<file path="src/yuv420_lut_color_transform_core_macros.svh">
// Assertion macros for the color transform RTL.
`ifndef YUV420_LUT_COLOR_TRANSFORM_CORE_MACROS_SVH
`define YUV420_LUT_COLOR_TRANSFORM_CORE_MACROS_SVH

`ifndef SYNTHESIS
// Check a property at every rising edge outside reset.
`define YLTC_ASSERT(name, clk, rst, prop) \
   name: assert property (@(posedge clk) disable iff (rst) prop) \
      else $error("yltc assertion failed");
// Check a property at every rising edge, reset included.
`define YLTC_ASSERT_RST(name, clk, prop) \
   name: assert property (@(posedge clk) prop) \
      else $error("yltc reset assertion failed");
`else
`define YLTC_ASSERT(name, clk, rst, prop)
`define YLTC_ASSERT_RST(name, clk, prop)
`endif

`endif

</file>
<file path="src/yltc_pkg.sv">
// Shared types and constants of the YUV 4:2:0 color table transform.
package yltc_pkg;

   localparam int ENTRY_INDEX_W     = 17;
   localparam int ENTRY_W           = 24;
   localparam int PIX_W             = 8;
   localparam int NUM_PIX           = 4;
   localparam int LUMA_LEVELS       = 256;
   localparam int LUMA_W            = 8;
   localparam int CHROMA_LEVELS_DEF = 17;
   localparam int REQ_TDATA_W       = 96;
   localparam int RSP_TDATA_W       = 48;

   typedef enum logic {
      KIND_LOAD  = 1'b0,
      KIND_BLOCK = 1'b1
   } kind_type;

   // Pixel order everywhere: 0 top left, 1 top right, 2 bottom left, 3 bottom right.
   typedef struct packed {
      kind_type                         kind;
      logic [ENTRY_INDEX_W-1:0]         entry_index;
      logic [ENTRY_W-1:0]               entry_data;
      logic [NUM_PIX-1:0][PIX_W-1:0]    luma;
      logic [PIX_W-1:0]                 chroma_u;
      logic [PIX_W-1:0]                 chroma_v;
      logic                             has_right;
      logic                             has_bottom;
   } req_item_type;

   typedef struct packed {
      logic [NUM_PIX-1:0][ENTRY_W-1:0]  entry;
      logic                             has_right;
      logic                             has_bottom;
   } lookup_item_type;

endpackage

</file>
<file path="src/yltc_reduce.sv">
// Pixel masking, chroma sum and rounded average stages of the color transform.
module yltc_reduce (
   input  logic                                clock,
   input  logic                                reset,
   input  logic                                in_valid,
   output logic                                in_ready,
   input  yltc_pkg::lookup_item_type           in_item,
   output logic                                out_valid,
   input  logic                                out_ready,
   output logic [yltc_pkg::RSP_TDATA_W-1:0]    out_data
);
   import yltc_pkg::*;

   localparam int SUM_W = PIX_W + 2;

   logic                           e_valid_ff, e_valid_in;
   logic [NUM_PIX-1:0][PIX_W-1:0]  e_luma_ff, e_luma_in;
   logic [SUM_W-1:0]               e_u_sum_ff, e_u_sum_in;
   logic [SUM_W-1:0]               e_v_sum_ff, e_v_sum_in;
   logic [1:0]                     e_shift_ff, e_shift_in;
   logic                           o_valid_ff, o_valid_in;
   logic [RSP_TDATA_W-1:0]         o_data_ff, o_data_in;

   logic                           o_ready;
   logic                           e_ready;
   logic [NUM_PIX-1:0]             present;
   logic [SUM_W-1:0]               round_add;
   logic [SUM_W-1:0]               u_avg;
   logic [SUM_W-1:0]               v_avg;

   assign o_ready  = !o_valid_ff || out_ready;
   assign e_ready  = !e_valid_ff || o_ready;
   assign in_ready = e_ready;

   assign present = {in_item.has_right & in_item.has_bottom, in_item.has_bottom,
                     in_item.has_right, 1'b1};

   // pixel count is 1, 2 or 4, so the average is a rounded right shift
   always_comb begin
      round_add = '0;
      case (e_shift_ff)
         2'd0:    round_add = SUM_W'(0);
         2'd1:    round_add = SUM_W'(1);
         2'd2:    round_add = SUM_W'(2);
         default: round_add = SUM_W'(0);
      endcase
   end

   assign u_avg = (e_u_sum_ff + round_add) >> e_shift_ff;
   assign v_avg = (e_v_sum_ff + round_add) >> e_shift_ff;

   always_comb begin
      e_valid_in = e_valid_ff;
      e_luma_in  = e_luma_ff;
      e_u_sum_in = e_u_sum_ff;
      e_v_sum_in = e_v_sum_ff;
      e_shift_in = e_shift_ff;
      o_valid_in = o_valid_ff;
      o_data_in  = o_data_ff;
      if (e_ready) begin
         e_valid_in = in_valid;
         if (in_valid) begin
            e_u_sum_in = '0;
            e_v_sum_in = '0;
            for (int i = 0; i < NUM_PIX; i++) begin
               // absent pixels map to zero and stay out of the sums
               e_luma_in[i] = present[i] ? in_item.entry[i][PIX_W-1:0] : '0;
               if (present[i]) begin
                  e_u_sum_in = e_u_sum_in + SUM_W'(in_item.entry[i][2*PIX_W-1:PIX_W]);
                  e_v_sum_in = e_v_sum_in + SUM_W'(in_item.entry[i][3*PIX_W-1:2*PIX_W]);
               end
            end
            if (in_item.has_right && in_item.has_bottom) begin
               e_shift_in = 2'd2;
            end else if (in_item.has_right || in_item.has_bottom) begin
               e_shift_in = 2'd1;
            end else begin
               e_shift_in = 2'd0;
            end
         end
      end
      if (o_ready) begin
         o_valid_in = e_valid_ff;
         if (e_valid_ff) begin
            o_data_in = {v_avg[PIX_W-1:0], u_avg[PIX_W-1:0], e_luma_ff[3], e_luma_ff[2],
                         e_luma_ff[1], e_luma_ff[0]};
         end
      end
   end

   always_ff @(posedge clock) begin
      if (reset) begin
         e_valid_ff <= 1'b0;
         o_valid_ff <= 1'b0;
      end else begin
         e_valid_ff <= e_valid_in;
         o_valid_ff <= o_valid_in;
      end
      e_luma_ff  <= e_luma_in;
      e_u_sum_ff <= e_u_sum_in;
      e_v_sum_ff <= e_v_sum_in;
      e_shift_ff <= e_shift_in;
      o_data_ff  <= o_data_in;
   end

   assign out_valid = o_valid_ff;
   assign out_data  = o_data_ff;

endmodule

</file>
<file path="config.mk">
export PLATFORM = sky130hd
export DESIGN_NAME = yltc_reduce
export DESIGN_NICKNAME = d
export VERILOG_FILES = /design/src/yuv420_lut_color_transform_core_macros.svh /design/src/yltc_pkg.sv /design/src/yltc_reduce.sv
export SDC_FILE = /design/constraint.sdc
export NUM_CORES = 1
export LEC_CHECK = 0
export ABC_AREA = 1
export ABC_CLOCK_PERIOD_IN_PS = 4800
export BUFFER_PORTS_ARGS = -buffer_cell sky130_fd_sc_hd__buf_2
export CAP_MARGIN = 20
export CELL_PAD_IN_SITES_DETAIL_PLACEMENT = 1
export CELL_PAD_IN_SITES_GLOBAL_PLACEMENT = 1
export CORE_ASPECT_RATIO = 0.8
export CORE_MARGIN = 1.5
export CORE_UTILIZATION = 40
export DETAILED_ROUTE_END_ITERATION = 16
export PLACE_DENSITY = 0.77
export RECOVER_POWER = 25
export SLEW_MARGIN = 40
export SYNTH_ARGS = -nofsm -noshare
export SYNTH_HDL_FRONTEND = slang
export SYNTH_SLANG_ARGS = --single-unit
</file>
<file path="constraint.sdc">
create_clock -name clock -period 4.8 [get_ports clock]
set_input_delay 0.24 -clock clock [delete_from_list [all_inputs] [get_ports clock]]
set_output_delay 0.24 -clock clock [all_outputs]
set_load 0.01 [all_outputs]
</file>
==> summary.txt <==
Library cells used by synthesis: 35
P_leak: 4.22 nW
Post-CTS Hold Buffers: 0
Post-Syn Area: 7070 µm²
Initial antenna violation count: 0
WP data arrival: 3960 ps
Placed Area: 8070 µm²
Reg-to-reg endpoint: out_data[43]
Final Skew: 11.8 ps
Overflow after GRT: 0
Synth area leaders: edfxtp_1, nand2_1, ha_1
Number of fill cells in the layout: 2190
Chip height: 122 µm
H-tree Lvls: 3
Crit-path max FO: 4
Drt pass-1 iters: 4
GRT Total Usage: 21.5%
Finished Cell Area: 8350 µm²
Slew at the pin with the worst max-slew slack: 1300 ps
Post-synthesis async set-or-reset flop share: 0%
HP Class: primary input to flip-flop
Layout cells sized above 1: 17.7%
Ys Warns: 0
EDFF count, synth: 102
Core ar.: 17300 µm²
Final ANT Viol Nets: 0
Worst R2R Start: e_shift_ff[1]
Worst setup path startpoint: in_item[10]
Worst setup path category: primary input to flip-flop
Worst r2r path cells: 13
Most area-hungry cell type in the Yosys netlist: edfxtp_1
Max incr delay on CP: 490 ps
Slowest CP cell: fa_1
Layout area overhead: 18.2%
Crit path max-delay family: simple AND/OR/NAND/NOR gates
Worst IR Drop VDD: 179 µV
Largest net degree at the start of global routing: 55
Cell Pwr Density: 316 nW/µm²
Initial Util: 40.8%
Cts repair resizes: 0
Std cell rows: 43
Total power: 0.00264 W
PortBufs: 151
Post-synth top flop: edfxtp_1
Post-DP HPWL: 15100 µm
Io pins: 152
Post-route clock period utilization: 80.5%
Clock Tree Buf Depth: 2
FMAX: 259 MHz
Final hold vios: 0
WL per Instance: 15.2 µm
Hold_sp: reset
Cell count after synthesis: 866
Most used cell along the critical path: nand2_1
Die area: 18500 µm²
Cell Chain, Critical Path: buf_2, ha_1, fa_1, nand2_1, o21ai_0, inv_1, fa_1, nand3b_1, nand2_1, nand3_1, nand3_1, nand3_1, and2_1, ha_1, inv_1, nor3_1, nand2_1, nand3_2, nand2_1, a21oi_1, nand2_1, nand2_1, nand2_1
Setup bufs post-CTS: 0
Syn Area/Cell: 8.16 µm²
Reg2Reg Setup Slack: 1230 ps
Worst Path Required: 4900 ps
Die Wd: 152 µm
Area share of the largest cell type after synthesis: 43.3%
Via count: 6103
Wire length of the first global-routing pass: 31100 µm
CP startpoint kind: primary input
CP Capture Type: flip-flop
Clock Latency Late Sink: 350 ps
Number of CTS-inserted buffers: 9
Sequential share of the synthesized area: 43.9%
Global placement routability congestion: 0.849
Starting DRT DRC Count: 275
RSZ-0062 raised after global routing: no
Total Wirelength: 18900 µm
Slew margin rel.: 13.5%
CTS root buffer: clkbuf_16
Outcome: finished clean
Post-route minimum period: 3860 ps
Crit path buffers/inverters: 3
Setup TNS: 0 ps
# nets final: 1177
Clock sink count: 104
CTS tree: done
Slew Limit Fails: 0
Post-synthesis register bit count: 104
Antenna diodes: 0
MaxCap Viol Count: 0
CTS clk-pin slew, worst paths: 80 ps
Setup violations, final: 0
Crit path depth: 23
Net Count, Synth: 1028
Vias/cell: 4.90
DRC: 0
Vias in the first global route: 6345
Util after Layout: 48.2%
Setup crit end: e_u_sum_ff[9]
metrics by stage:
| stage | cells | hold slack, ps | setup WS (ps) |
|---|---|---|---|
| floorplan | 866 | 309 | 1240 |
| global placement | 1229 | 400 | 768 |
| detailed placement | 1229 | 406 | 648 |
| CTS | 1245 | 47.1 | 999 |
| global route | 1245 | 54.7 | 528 |
| finish | 1245 | 57.7 | 936 |
worst register-to-register path, delay by kind of cell, from the launching register on:
kind            cells  cell delay, ps
simple gates        6            1080
compound gates      1             100
flops               1             720
xor+xnor            1             140
buf+inv             4             810
fa+ha+maj           1             470
routing by layer:
layer	vias to the layer above	routed length (µm)	GRT usage (%)
met5	-	0	0
met4	0	233	3.91
met3	18	577	2.88
met2	107	9180	37.5
met1	2850	8910	28.7
li1	3128	-	-
worst min path at each step:
| stage | endpoint | depth (start not counted) |
|---|---|---|
| 6_report | e_valid_ff | 2 |
| 3_5_place_dp | out_data[27] | 0 |
| 4_1_cts | e_valid_ff | 2 |
| 5_1_grt | e_luma_ff[1] | 1 |
| 3_3_place_gp | out_data[20] | 0 |
| 2_1_floorplan | e_valid_ff | 1 |
flip-flops by register name (all words and copies together), names as in the netlist:
| name | flops |
|---|---|
| out_data | 48 |
| e_luma_ff | 32 |
| e_u_sum_ff | 10 |
| e_v_sum_ff | 10 |
| e_shift_ff | 2 |
| e_valid_ff | 1 |
| out_valid | 1 |
cell usage in the layout, fill, tap and decap left out, types with 2 or more instances in the layout:
| cell | n |
|---|---|
| dfxtp_1 | 2 |
| buf_4 | 5 |
| or2_1 | 5 |
| a31oi_1 | 3 |
| edfxtp_1 | 102 |
| o211ai_1 | 3 |
| nor3_1 | 2 |
| nand3b_1 | 6 |
| inv_1 | 127 |
| inv_2 | 2 |
| nor2_1 | 34 |
| a21boi_0 | 2 |
| o21ai_1 | 2 |
| clkbuf_1 | 8 |
| o21ai_0 | 35 |
| a21oi_1 | 36 |
| or2_2 | 3 |
| ha_1 | 52 |
| inv_8 | 3 |
| or2_0 | 2 |
| buf_2 | 143 |
| nand4_1 | 13 |
| nand2_1 | 285 |
| nand3_1 | 75 |
| xnor2_1 | 11 |
| and2_1 | 6 |
| nand3_2 | 4 |
| nand2_2 | 4 |
| clkbuf_16 | 9 |
| nor2_2 | 3 |
| fa_1 | 8 |
| xor2_1 | 16 |
cells by family (layout without fill, tap and decap cells):
family	Yosys count	after routing	synth area share, %
flip-flops	104	104	43.9
buffers and inverters	148	302	8.14
XOR/XNOR	27	27	3.35
AO/OA/AOI/OAI	85	85	6.36
adder cells (fa/ha/maj)	60	60	11.5
AND/OR/NAND/NOR	442	442	26.8
synthesized netlist by cell type (2+ instances only):
| cell | count |
|---|---|
| nand2_1 | 285 |
| inv_1 | 128 |
| edfxtp_1 | 102 |
| nand3_1 | 75 |
| ha_1 | 52 |
| a21oi_1 | 37 |
| o21ai_0 | 35 |
| nor2_1 | 34 |
| xor2_1 | 16 |
| nand4_1 | 13 |
| xnor2_1 | 11 |
| fa_1 | 8 |
| buf_2 | 7 |
| and2_1 | 6 |
| nand3b_1 | 6 |
| or2_1 | 5 |
| buf_1 | 4 |
| clkbuf_1 | 4 |
| nand2_2 | 4 |
| nand3_2 | 4 |
| a31oi_1 | 3 |
| buf_4 | 3 |
| nor2_2 | 3 |
| o211ai_1 | 3 |
| or2_2 | 3 |
| a21boi_0 | 2 |
| dfxtp_1 | 2 |
| nor3_1 | 2 |
| o21ai_1 | 2 |
| or2_0 | 2 |
layout make-up:
type	instances	area [µm²]	area share, %
Multi-Input combinational cell	614	3400	40.7
Sequential cell	104	3100	37.1
Timing Repair Buffer	156	783	9.38
Inverter	130	488	5.84
Tap cell	225	282	3.37
Clock buffer	9	225	2.70
Clock inverter	7	71.3	0.854
power breakdown:
| part | internal, W | switching, W | leakage, nW |
|---|---|---|---|
| registers | 0.00109 | 0.0000417 | 1.01 |
| logic | 0.000296 | 0.000498 | 3.06 |
| clock network | 0.000367 | 0.000351 | 0.144 |
No activity file was read; power rests on OpenSTA's default activity.
