## src/yuv420_lut_color_transform_core_macros.svh

```systemverilog
// Assertion macros for the color transform RTL.
`ifndef YUV420_LUT_COLOR_TRANSFORM_CORE_MACROS_SVH
`define YUV420_LUT_COLOR_TRANSFORM_CORE_MACROS_SVH

`ifndef SYNTHESIS
// Check a property at every rising edge outside reset.
`define YLTC_ASSERT(name, clk, rst, prop) \
   name: assert property (@(posedge clk) disable iff (rst) prop) \
      else $error("yltc assertion failed");
// Check a property at every rising edge, reset included.
`define YLTC_ASSERT_RST(name, clk, prop) \
   name: assert property (@(posedge clk) prop) \
      else $error("yltc reset assertion failed");
`else
`define YLTC_ASSERT(name, clk, rst, prop)
`define YLTC_ASSERT_RST(name, clk, prop)
`endif

`endif

```

## src/yltc_pkg.sv

```systemverilog
// Shared types and constants of the YUV 4:2:0 color table transform.
package yltc_pkg;

   localparam int ENTRY_INDEX_W     = 17;
   localparam int ENTRY_W           = 24;
   localparam int PIX_W             = 8;
   localparam int NUM_PIX           = 4;
   localparam int LUMA_LEVELS       = 256;
   localparam int LUMA_W            = 8;
   localparam int CHROMA_LEVELS_DEF = 17;
   localparam int REQ_TDATA_W       = 96;
   localparam int RSP_TDATA_W       = 48;

   typedef enum logic {
      KIND_LOAD  = 1'b0,
      KIND_BLOCK = 1'b1
   } kind_type;

   // Pixel order everywhere: 0 top left, 1 top right, 2 bottom left, 3 bottom right.
   typedef struct packed {
      kind_type                         kind;
      logic [ENTRY_INDEX_W-1:0]         entry_index;
      logic [ENTRY_W-1:0]               entry_data;
      logic [NUM_PIX-1:0][PIX_W-1:0]    luma;
      logic [PIX_W-1:0]                 chroma_u;
      logic [PIX_W-1:0]                 chroma_v;
      logic                             has_right;
      logic                             has_bottom;
   } req_item_type;

   typedef struct packed {
      logic [NUM_PIX-1:0][ENTRY_W-1:0]  entry;
      logic                             has_right;
      logic                             has_bottom;
   } lookup_item_type;

endpackage

```

## src/yltc_front.sv

```systemverilog
// Input register and chroma quantizer stages of the color transform.
module yltc_front #(
   parameter int CHROMA_LEVELS = yltc_pkg::CHROMA_LEVELS_DEF,
   localparam int ROW_W = $clog2(CHROMA_LEVELS * CHROMA_LEVELS)
) (
   input  logic                  clock,
   input  logic                  reset,
   input  logic                  in_valid,
   output logic                  in_ready,
   input  yltc_pkg::req_item_type in_item,
   output logic                  out_valid,
   input  logic                  out_ready,
   output yltc_pkg::req_item_type out_item,
   output logic [ROW_W-1:0]      out_row
);
   import yltc_pkg::*;

   localparam int LEVEL_W   = $clog2(CHROMA_LEVELS);
   localparam int CODE_MAX  = 255;
   localparam int CODE_HALF = 127;
   localparam int QUANT_W   = $clog2(CODE_MAX * (CHROMA_LEVELS - 1) + CODE_HALF + 1) + 1;

   // level = (code * (levels - 1) + 127) / 255, with x / 255 as (x + (x >> 8) + 1) >> 8
   function automatic logic [LEVEL_W-1:0] quant(input logic [PIX_W-1:0] code);
      logic [QUANT_W-1:0] x;
      logic [QUANT_W-1:0] s;
      x = QUANT_W'(code) * QUANT_W'(CHROMA_LEVELS - 1) + QUANT_W'(CODE_HALF);
      s = x + (x >> PIX_W) + QUANT_W'(1);
      return s[PIX_W +: LEVEL_W];
   endfunction

   logic                a_valid_ff, a_valid_in;
   req_item_type        a_item_ff, a_item_in;
   logic                b_valid_ff, b_valid_in;
   req_item_type        b_item_ff, b_item_in;
   logic [LEVEL_W-1:0]  b_u_level_ff, b_u_level_in;
   logic [LEVEL_W-1:0]  b_v_level_ff, b_v_level_in;
   logic                a_ready;
   logic                b_ready;

   assign b_ready  = !b_valid_ff || out_ready;
   assign a_ready  = !a_valid_ff || b_ready;
   assign in_ready = a_ready;

   always_comb begin
      a_valid_in   = a_valid_ff;
      a_item_in    = a_item_ff;
      b_valid_in   = b_valid_ff;
      b_item_in    = b_item_ff;
      b_u_level_in = b_u_level_ff;
      b_v_level_in = b_v_level_ff;
      if (a_ready) begin
         a_valid_in = in_valid;
         if (in_valid) begin
            a_item_in = in_item;
         end
      end
      if (b_ready) begin
         b_valid_in = a_valid_ff;
         if (a_valid_ff) begin
            b_item_in    = a_item_ff;
            b_u_level_in = quant(a_item_ff.chroma_u);
            b_v_level_in = quant(a_item_ff.chroma_v);
         end
      end
   end

   always_ff @(posedge clock) begin
      if (reset) begin
         a_valid_ff <= 1'b0;
         b_valid_ff <= 1'b0;
      end else begin
         a_valid_ff <= a_valid_in;
         b_valid_ff <= b_valid_in;
      end
      a_item_ff    <= a_item_in;
      b_item_ff    <= b_item_in;
      b_u_level_ff <= b_u_level_in;
      b_v_level_ff <= b_v_level_in;
   end

   assign out_valid = b_valid_ff;
   assign out_item  = b_item_ff;
   // table row of the chroma cell: u_level * levels + v_level
   assign out_row   = ROW_W'(b_u_level_ff) * ROW_W'(CHROMA_LEVELS) + ROW_W'(b_v_level_ff);

endmodule

```

## config.mk

```make
export PLATFORM = sky130hd
export DESIGN_NAME = yltc_front
export DESIGN_NICKNAME = d
export VERILOG_FILES = /design/src/yuv420_lut_color_transform_core_macros.svh /design/src/yltc_pkg.sv /design/src/yltc_front.sv
export SDC_FILE = /design/constraint.sdc
export NUM_CORES = 1
export LEC_CHECK = 0
export BUFFER_PORTS_ARGS = -buffer_cell sky130_fd_sc_hd__buf_2
export CAP_MARGIN = 5
export CORE_AREA = 2 2 119 121
export CTS_CLUSTER_DIAMETER = 50
export DETAILED_ROUTE_END_ITERATION = 8
export DIE_AREA = 0 0 121 123
export HOLD_SLACK_MARGIN = 0.12
export PLACE_DENSITY = 0.78
export SLEW_MARGIN = 40
export SYNTH_ARGS = -nofsm -noshare
export SYNTH_HDL_FRONTEND = slang
export SYNTH_SLANG_ARGS = --single-unit
```

## constraint.sdc

```tcl
create_clock -name clock -period 14.64 [get_ports clock]
set_input_delay 4.392 -clock clock [delete_from_list [all_inputs] [get_ports clock]]
set_output_delay 4.392 -clock clock [all_outputs]
set_load 0.05 [all_outputs]
```

==> results of run 1 <==
[layout by cell type (no fill, tap or decap), types with 2 or more instances in the layout]
| master | instances |
|---|---|
| sky130_fd_sc_hd__buf_2 | 198 |
| sky130_fd_sc_hd__edfxtp_1 | 194 |
| sky130_fd_sc_hd__ha_1 | 18 |
| sky130_fd_sc_hd__inv_1 | 17 |
| sky130_fd_sc_hd__clkbuf_16 | 17 |
| sky130_fd_sc_hd__xnor2_1 | 11 |
| sky130_fd_sc_hd__o21ai_0 | 8 |
| sky130_fd_sc_hd__nor2_1 | 7 |
| sky130_fd_sc_hd__nand2_1 | 7 |
| sky130_fd_sc_hd__a21oi_1 | 5 |
| sky130_fd_sc_hd__nor2b_1 | 4 |
| sky130_fd_sc_hd__clkinv_4 | 4 |
| sky130_fd_sc_hd__xor2_1 | 3 |
| sky130_fd_sc_hd__nand3_1 | 3 |
| sky130_fd_sc_hd__nor3_1 | 3 |
| sky130_fd_sc_hd__inv_8 | 3 |
| sky130_fd_sc_hd__buf_12 | 3 |
| sky130_fd_sc_hd__and4bb_2 | 2 |
| sky130_fd_sc_hd__a31oi_1 | 2 |
| sky130_fd_sc_hd__a21o_1 | 2 |
| sky130_fd_sc_hd__and3_1 | 2 |
| sky130_fd_sc_hd__fa_1 | 2 |
| sky130_fd_sc_hd__dfxtp_1 | 2 |
| sky130_fd_sc_hd__inv_6 | 2 |
| sky130_fd_sc_hd__clkinv_2 | 2 |
| sky130_fd_sc_hd__buf_8 | 2 |
[critical path: stages]
cell and delay, ns:
sky130_fd_sc_hd__buf_2 0.10, sky130_fd_sc_hd__nor2b_1 0.33, sky130_fd_sc_hd__nand2_1 0.14, sky130_fd_sc_hd__buf_2 0.23
[final timing paths]
path | endpoint | slack (ns) | from | cells past startpoint
worst max register to register | out_item[29] | 12.52 | out_valid | 6
worst min register to register | out_item[79] | 0.42 | a_item_ff[79] | 0
worst min-delay path | out_item[79] | 0.42 | a_item_ff[79] | 0
worst max-delay path | in_ready | 5.06 | out_ready | 4
[synthesized netlist by cell type]
master / n
sky130_fd_sc_hd__a2bb2oi_1: 1
sky130_fd_sc_hd__o21ai_0: 8
sky130_fd_sc_hd__nor4bb_1: 1
sky130_fd_sc_hd__nor2b_1: 5
sky130_fd_sc_hd__nor3b_1: 1
sky130_fd_sc_hd__inv_1: 17
sky130_fd_sc_hd__nor2_1: 7
sky130_fd_sc_hd__edfxtp_1: 194
sky130_fd_sc_hd__and2_1: 1
sky130_fd_sc_hd__a21oi_1: 5
sky130_fd_sc_hd__fa_1: 2
sky130_fd_sc_hd__o311ai_1: 1
sky130_fd_sc_hd__xor2_1: 3
sky130_fd_sc_hd__o211ai_1: 1
sky130_fd_sc_hd__a31oi_1: 2
sky130_fd_sc_hd__and3_1: 2
sky130_fd_sc_hd__nand3_1: 3
sky130_fd_sc_hd__a21o_1: 2
sky130_fd_sc_hd__and4bb_2: 2
sky130_fd_sc_hd__o21ai_1: 1
sky130_fd_sc_hd__ha_1: 18
sky130_fd_sc_hd__nor3_1: 3
sky130_fd_sc_hd__and4_1: 1
sky130_fd_sc_hd__dfxtp_1: 2
sky130_fd_sc_hd__o31ai_2: 1
sky130_fd_sc_hd__nand2_1: 7
sky130_fd_sc_hd__o21bai_1: 1
sky130_fd_sc_hd__xnor2_1: 11
sky130_fd_sc_hd__nand2b_1: 1
[registers in the layout, indices dropped and copies added, names as in the netlist]
name / count
a_valid_ff: 1
out_item: 92
a_item_ff: 92
b_u_level_ff: 5
b_v_level_ff: 5
out_valid: 1
[kinds of logic after synthesis]
group                    count (synthesis)  synth area share
buffers and inverters                   17           0.00960
AO/OA/AOI/OAI                           23            0.0214
flip-flops                             196             0.882
XOR/XNOR                                14            0.0184
adder cells (fa/ha/maj)                 20            0.0399
AND/OR/NAND/NOR                         34            0.0286
[stage by stage]
| stage | power, W | cell area, um2 | util |
|---|---|---|---|
| floorplan | 0.000768 | 6650 | - |
| global placement | 0.000800 | 7880 | 0.579 |
| detailed placement | 0.000808 | 7950 | 0.584 |
| CTS | 0.00125 | 8530 | 0.627 |
| global route | 0.00128 | 8550 | 0.628 |
| finish | 0.00124 | 8550 | 0.628 |
[power groups by stage]
stage / Combinational, W / Clock [W] / Sequential, W
floorplan: 0.0000527 / 0 / 0.000715
global placement: 0.000128 / 0 / 0.000673
detailed placement: 0.000133 / 0 / 0.000675
CTS: 0.000134 / 0.000454 / 0.000662
global route: 0.000143 / 0.000470 / 0.000664
finish: 0.000134 / 0.000442 / 0.000662
[cell type report]
type                    instances  area [um2]
flip-flops and latches        196        5870
fillers                       934        5060
repair buffers                204        1090
multi-input cells              91         731
clock buffers                  17         425
well taps                     180         225
clock inverters                14         150
inverters                      17        63.8
[routing by layer]
metal	global-route usage	share of wire
met4	0.0792	0.023
met5	0	0
met3	0.0863	0.11
met1	0.186	0.37
met2	0.276	0.49
==> PnR_summary.wiki, run 1 <==
{| class="wikitable"
! Metric !! Value
|-
| Period utilisation layout || 0.655
|-
| Element type at the critical path start || primary input
|-
| Total congestion overflow after global routing || 0
|-
| Max Fanout on Critical Path || 4
|-
| Count of pins on the block boundary || 199
|-
| Switching share of total power || 0.251
|-
| Internal power of the cells || 0.000927 W
|-
| Combinational fraction of design power || 0.108
|-
| Maximum capacitance violations || 0
|-
| 1st-pass router iterations || 4
|-
| Relative slew slack || 0.731
|-
| Worst Path Class, Setup || in -> out
|-
| Crit path capture type || primary output
|-
| Placer's final routability congestion estimate || 0.801
|-
| Standard cell core area || 13,600 um2
|-
| Die outline height || 123 um
|-
| Remaining number of nets flagged by the antenna check after routing || 0
|-
| Crit path time final || 9.58 ns
|-
| Worst Hold Margin || 0.419 ns
|-
| CTS root buffer || sky130_fd_sc_hd__clkbuf_16
|-
| Pins Over Slew Limit || 0
|-
| First-pass GRT wire length || 18.2 mm
|-
| Post-CTS setup repair buffer count || 0
|-
| Status || completed
|-
| Initial core utilization || 0.489
|-
| Antenna cell count || 0
|-
| Ys Warns || 0
|-
| Sequential fraction of design power || 0.535
|-
| Net count of the mapped netlist || 420
|-
| Power density of the placed cells || 145 nW/um2
|-
| Seq/Total Area, Yosys || 0.882
|-
| Leakage dissipation || 3.39 nW
|-
| Min-Delay Path Class || reg -> reg
|-
| Placed Cells incl. Taps || 687
|-
| Worst IR drop on VDD || 0.0000987 V
|-
| Count of distinct cell types in the synthesized netlist || 29
|-
| Post-synthesis to final-layout area growth || 28.6%
|-
| Register bit count reported by yosys || 196
|-
| Clock Tree Buf Depth || 2
|-
| H-tree depth || 4
|-
| DIE WIDTH || 121 um
|-
| Critical path arrival || 5.19 ns
|-
| Clock sinks || 196
|-
| Net switching power || 0.000311 W
|-
| Yosys top cell area share || 0.876
|-
| Number of standard cells in the layout, taps in and fillers out || 719
|-
| Number of rows in the core area || 43
|-
| Total number of vias || 3,466
|-
| Worst-case clock skew || 0.00789 ns
|-
| Cts bufs inserted || 17
|-
| Cell types with the largest area share after synthesis || sky130_fd_sc_hd__edfxtp_1 88%, sky130_fd_sc_hd__ha_1 3.4%, sky130_fd_sc_hd__xnor2_1 1.4%, sky130_fd_sc_hd__inv_1 0.96%, sky130_fd_sc_hd__dfxtp_1 0.60%
|-
| PnR worst setup slack || 5.06 ns
|-
| Clock group share of total power || 0.357
|-
| Clock-pin transition on the worst setup and hold timing paths || 0.07 ns
|-
| Die Outline Area || 14,900 um2
|-
| IO buf count || 198
|-
| Number of gates resized after CTS || 0
|-
| Post-synthesis instance total || 304
|-
| Netlist area before placement || 6650 um2
|-
| HPWL after detailed placement || 8.92 mm
|-
| Final nets || 643
|-
| Setup slack after placement || 5.07 ns
|-
| Global-route usage over all layers || 0.170
|-
| Routed wire per std cell || 17.1 um
|-
| DRC violation count after routing || 0
|-
| Top achievable clock speed || 104 MHz
|-
| # hold bufs at CTS || 0
|-
| DRT iter0 DRCs || 154
|-
| Number of vias per cell after detailed routing || 4.82
|-
| Total Neg Setup Slack || 0 ns
|-
| Pin count of the biggest net entering global routing || 63
|-
| TritonCTS clock tree || yes
|-
| Cell taking the most area after synthesis || sky130_fd_sc_hd__edfxtp_1
|-
| Final hold violation count || 0
|-
| Layout cell share with drive strength beyond 1 || 0.445
|-
| Unrepaired setup endpoints after global routing || no
|-
| Transition time at the pin with the least slew margin || 0.403 ns
|-
| Number of antenna violations at the first check in global routing || 1
|-
| Worst endpoint required time || 10.25 ns
|-
| Total length of routed wires || 12.3 mm
|-
| Skew-Pair Late Insertion Delay || 0.42 ns
|-
| Avg Cell Area, Syn || 21.9 um2
|-
| Via count of the first global-routing pass || 3,540
|-
| Final setup violation count || 0
|}
No activity file was read; power rests on OpenSTA's default activity.
==> run 2: changes to the inputs <==
- CORE_AREA: 2 2 119 121 -> 2 2 124 126
- DIE_AREA: 0 0 121 123 -> 0 0 126 128
- PLACE_DENSITY: 0.78 -> 0.76
- clock period: 14.64 -> 8.5 ns (I/O delays scaled with it)
==> run 2 against run 1 <==
Clock power increased by 66%. Routed wire length shrank 1.5%. First-iteration DRC count increased by 5.2%. Clock skew down 0.0031 ns. Flip-flop and latch count stayed put. Combinational power up 68%. Utilization shrank 5.9 points. Die area up 8.4%. Non-clock buffer count down 4. Sequential power up 72%. Critical endpoint unchanged.
==> PnR_summary.wiki, run 2 (same netlist as run 1, synthesis figures left out) <==
{| class="wikitable"
! Metric !! Value
|-
| Destination of the worst register-to-register timing path || out_item[44]
|-
| Final setup violation count || 0 (unchanged)
|-
| H-tree depth || 4 (unchanged)
|-
| IO buf count || 198 (unchanged)
|-
| Worst reg2reg path depth || 3 (-3)
|-
| DRC violation count after routing || 0 (unchanged)
|-
| Unrepaired setup endpoints after global routing || no
|-
| Relative slew slack || 0.502 (-0.228)
|-
| Worst IR drop on VDD || 0.000157 V (+59%)
|-
| Sequential fraction of design power || 0.544 (+0.009)
|-
| Pins Over Slew Limit || 0 (unchanged)
|-
| Startpoint of the most critical register-to-register path || out_valid
|-
| Power density of the placed cells || 248 nW/um2 (+71%)
|-
| Register-to-register path setup slack || 6.34 ns (-6.18 ns)
|-
| Total length of routed wires || 12.1 mm (-1.5%)
|-
| Total number of vias || 3,420 (-1.3%)
|-
| 1st-pass router iterations || 4 (unchanged)
|-
| Standard cell core area || 14,900 um2 (+9.2%)
|-
| Clock sinks || 196 (unchanged)
|-
| Remaining number of nets flagged by the antenna check after routing || 0 (unchanged)
|-
| First-pass GRT wire length || 18.3 mm (+0.50%)
|-
| Maximum capacitance violations || 0 (unchanged)
|-
| Min-Delay Path Class || reg -> reg
|-
| Status || completed
|-
| HPWL after detailed placement || 8.64 mm (-3.1%)
|-
| DRT iter0 DRCs || 162 (+5.2%)
|-
| Routed wire per std cell || 16.7 um (-2.0%)
|-
| Post-synthesis to final-layout area growth || 27.1%
|-
| Period utilisation layout || 0.689
|-
| Cts bufs inserted || 17 (unchanged)
|-
| Top achievable clock speed || 171 MHz
|-
| Clock-pin transition on the worst setup and hold timing paths || 0.07 ns (about the same)
|-
| Number of antenna violations at the first check in global routing || 0 (-1)
|-
| Worst endpoint required time || 5.95 ns (-4.30 ns)
|-
| Final hold violation count || 0 (unchanged)
|-
| Leading cell types in the layout, fill and taps excluded || 198 x sky130_fd_sc_hd__buf_2, 194 x sky130_fd_sc_hd__edfxtp_1, 18 x sky130_fd_sc_hd__ha_1
|-
| Placer's final routability congestion estimate || 0.788 (-1.7%)
|-
| Worst hold path stage count || 0 (unchanged)
|-
| Combinational fraction of design power || 0.107 (about the same)
|-
| Final nets || 639 (-0.62%)
|-
| Transition time at the pin with the least slew margin || 0.746 ns (+0.344 ns)
|-
| Net switching power || 0.000536 W (+72%)
|-
| Met2 Wirelength || 5.97 mm (-1.0%)
|-
| Die Outline Area || 16,100 um2 (+8.4%)
|-
| Leading cell type in the layout, fill and taps excluded || sky130_fd_sc_hd__buf_2
|-
| Internal power of the cells || 0.00156 W (+69%)
|-
| Number of gates resized after CTS || 0 (unchanged)
|-
| Clock Tree Buf Depth || 2 (unchanged)
|-
| Crit path time final || 5.86 ns
|-
| CTS root buffer || sky130_fd_sc_hd__clkbuf_16
|-
| Die outline height || 128 um (+4.1%)
|-
| Count of pins on the block boundary || 199 (unchanged)
|-
| Pin count of the biggest net entering global routing || 81 (+29%)
|-
| Switching share of total power || 0.255 (+0.00429)
|-
| Skew-Pair Late Insertion Delay || 0.42 ns (about the same)
|-
| Critical path arrival || 3.31 ns (-1.88 ns)
|-
| Total Neg Setup Slack || 0 ns (unchanged)
|-
| Clock group share of total power || 0.349 (-0.008)
|-
| Element type at the critical path start || primary input
|-
| Detail Route met3 WL || 1.40 mm (+0.65%)
|-
| Antenna cell count || 0 (unchanged)
|-
| TritonCTS clock tree || yes
|-
| Hold-critical path endpoint || out_item[59]
|-
| Post-CTS setup repair buffer count || 0 (unchanged)
|-
| Via count of the first global-routing pass || 3,610 (+2.0%)
|-
| Final Util || 0.569 (-0.0593)
|-
| Max Fanout on Critical Path || 4 (unchanged)
|-
| Uppermost layer routed || met4
|-
| Layout cell share with drive strength beyond 1 || 0.439 (-0.00602)
|-
| Met1 layer wirelength in the final routing || 4.47 mm (-1.7%)
|-
| Crit path capture type || primary output
|-
| Worst Path Class, Setup || in -> out
|-
| # hold bufs at CTS || 0 (unchanged)
|-
| Worst-case clock skew || 0.00474 ns (-0.00315 ns)
|-
| Global-route usage over all layers || 0.153 (-0.0168)
|-
| Number of vias per cell after detailed routing || 4.73 (-1.9%)
|-
| Number of rows in the core area || 45 (+4.7%)
|-
| Initial core utilization || 0.447 (-0.0412)
|-
| Worst hold path startpoint || a_item_ff[59]
|-
| Fill count || 1,150 (+23%)
|-
| Total congestion overflow after global routing || 0 (unchanged)
|-
| Leakage dissipation || 3.33 nW (-1.8%)
|-
| DIE WIDTH || 126 um (+4.1%)
|}
## run 2: changes by cell type in the layout (fill, tap and decap cells not counted)
cell,delta
sky130_fd_sc_hd__buf_12,-3
sky130_fd_sc_hd__clkinv_4,-3
sky130_fd_sc_hd__clkinvlp_4,+3
sky130_fd_sc_hd__buf_8,-2
sky130_fd_sc_hd__buf_6,+1
sky130_fd_sc_hd__bufinv_16,-1
sky130_fd_sc_hd__clkinv_1,+1
sky130_fd_sc_hd__clkinv_2,-1
sky130_fd_sc_hd__inv_6,+1
## run 2: worst max path at each step
stage          slack, ns  cells past startpoint       from         endpoint
2_1_floorplan       0.78                      2  out_ready  b_u_level_ff[0]
3_3_place_gp        2.67                      4  out_ready         in_ready
3_5_place_dp        2.64                      4  out_ready         in_ready
4_1_cts             2.64                      4  out_ready         in_ready
5_1_grt             2.58                      4  out_ready         in_ready
6_report            2.64                      4  out_ready         in_ready
## run 2: layer usage
| metal | GRT usage | up-vias |
|---|---|---|
| li1 | - | 1611 |
| met1 | 0.168 | 1623 |
| met2 | 0.250 | 164 |
| met3 | 0.0789 | 22 |
| met4 | 0.0685 | 0 |
| met5 | 0 | - |
## run 2: final cells by class
class,count,area [um2],area share
clock buffers,17,425,0.0503
multi-input cells,91,731,0.0864
inverters,17,63.8,0.00755
well taps,188,235,0.0278
flip-flops and latches,196,5870,0.694
repair buffers,200,1010,0.119
clock inverters,14,124,0.0147
## run 2: worst max-delay path, stage by stage
cell and delay [ns]:
sky130_fd_sc_hd__buf_2 0.10, sky130_fd_sc_hd__nor2b_1 0.30, sky130_fd_sc_hd__nand2_1 0.13, sky130_fd_sc_hd__buf_2 0.23
## run 2: power groups by stage
stage | logic, W | registers (W) | clock network [W]
detailed placement | 0.000227 | 0.00116 | 0
global placement | 0.000221 | 0.00116 | 0
floorplan | 0.0000908 | 0.00123 | 0
finish | 0.000225 | 0.00114 | 0.000733
CTS | 0.000227 | 0.00114 | 0.000752
global route | 0.000240 | 0.00114 | 0.000790
## run 2: metrics by stage
| step | power (W) | area (um2) | cells | setup WS [ns] | hold WS [ns] |
|---|---|---|---|---|---|
| after floorplan | 0.00132 | 6650 | 304 | 0.778 | 0.400 |
| after global placement | 0.00138 | 7900 | 692 | 2.67 | 0.400 |
| after detailed placement | 0.00139 | 7910 | 692 | 2.64 | 0.405 |
| after CTS | 0.00212 | 8450 | 723 | 2.64 | 0.421 |
| after global routing | 0.00218 | 8450 | 723 | 2.58 | 0.424 |
| final | 0.00210 | 8450 | 723 | 2.64 | 0.419 |
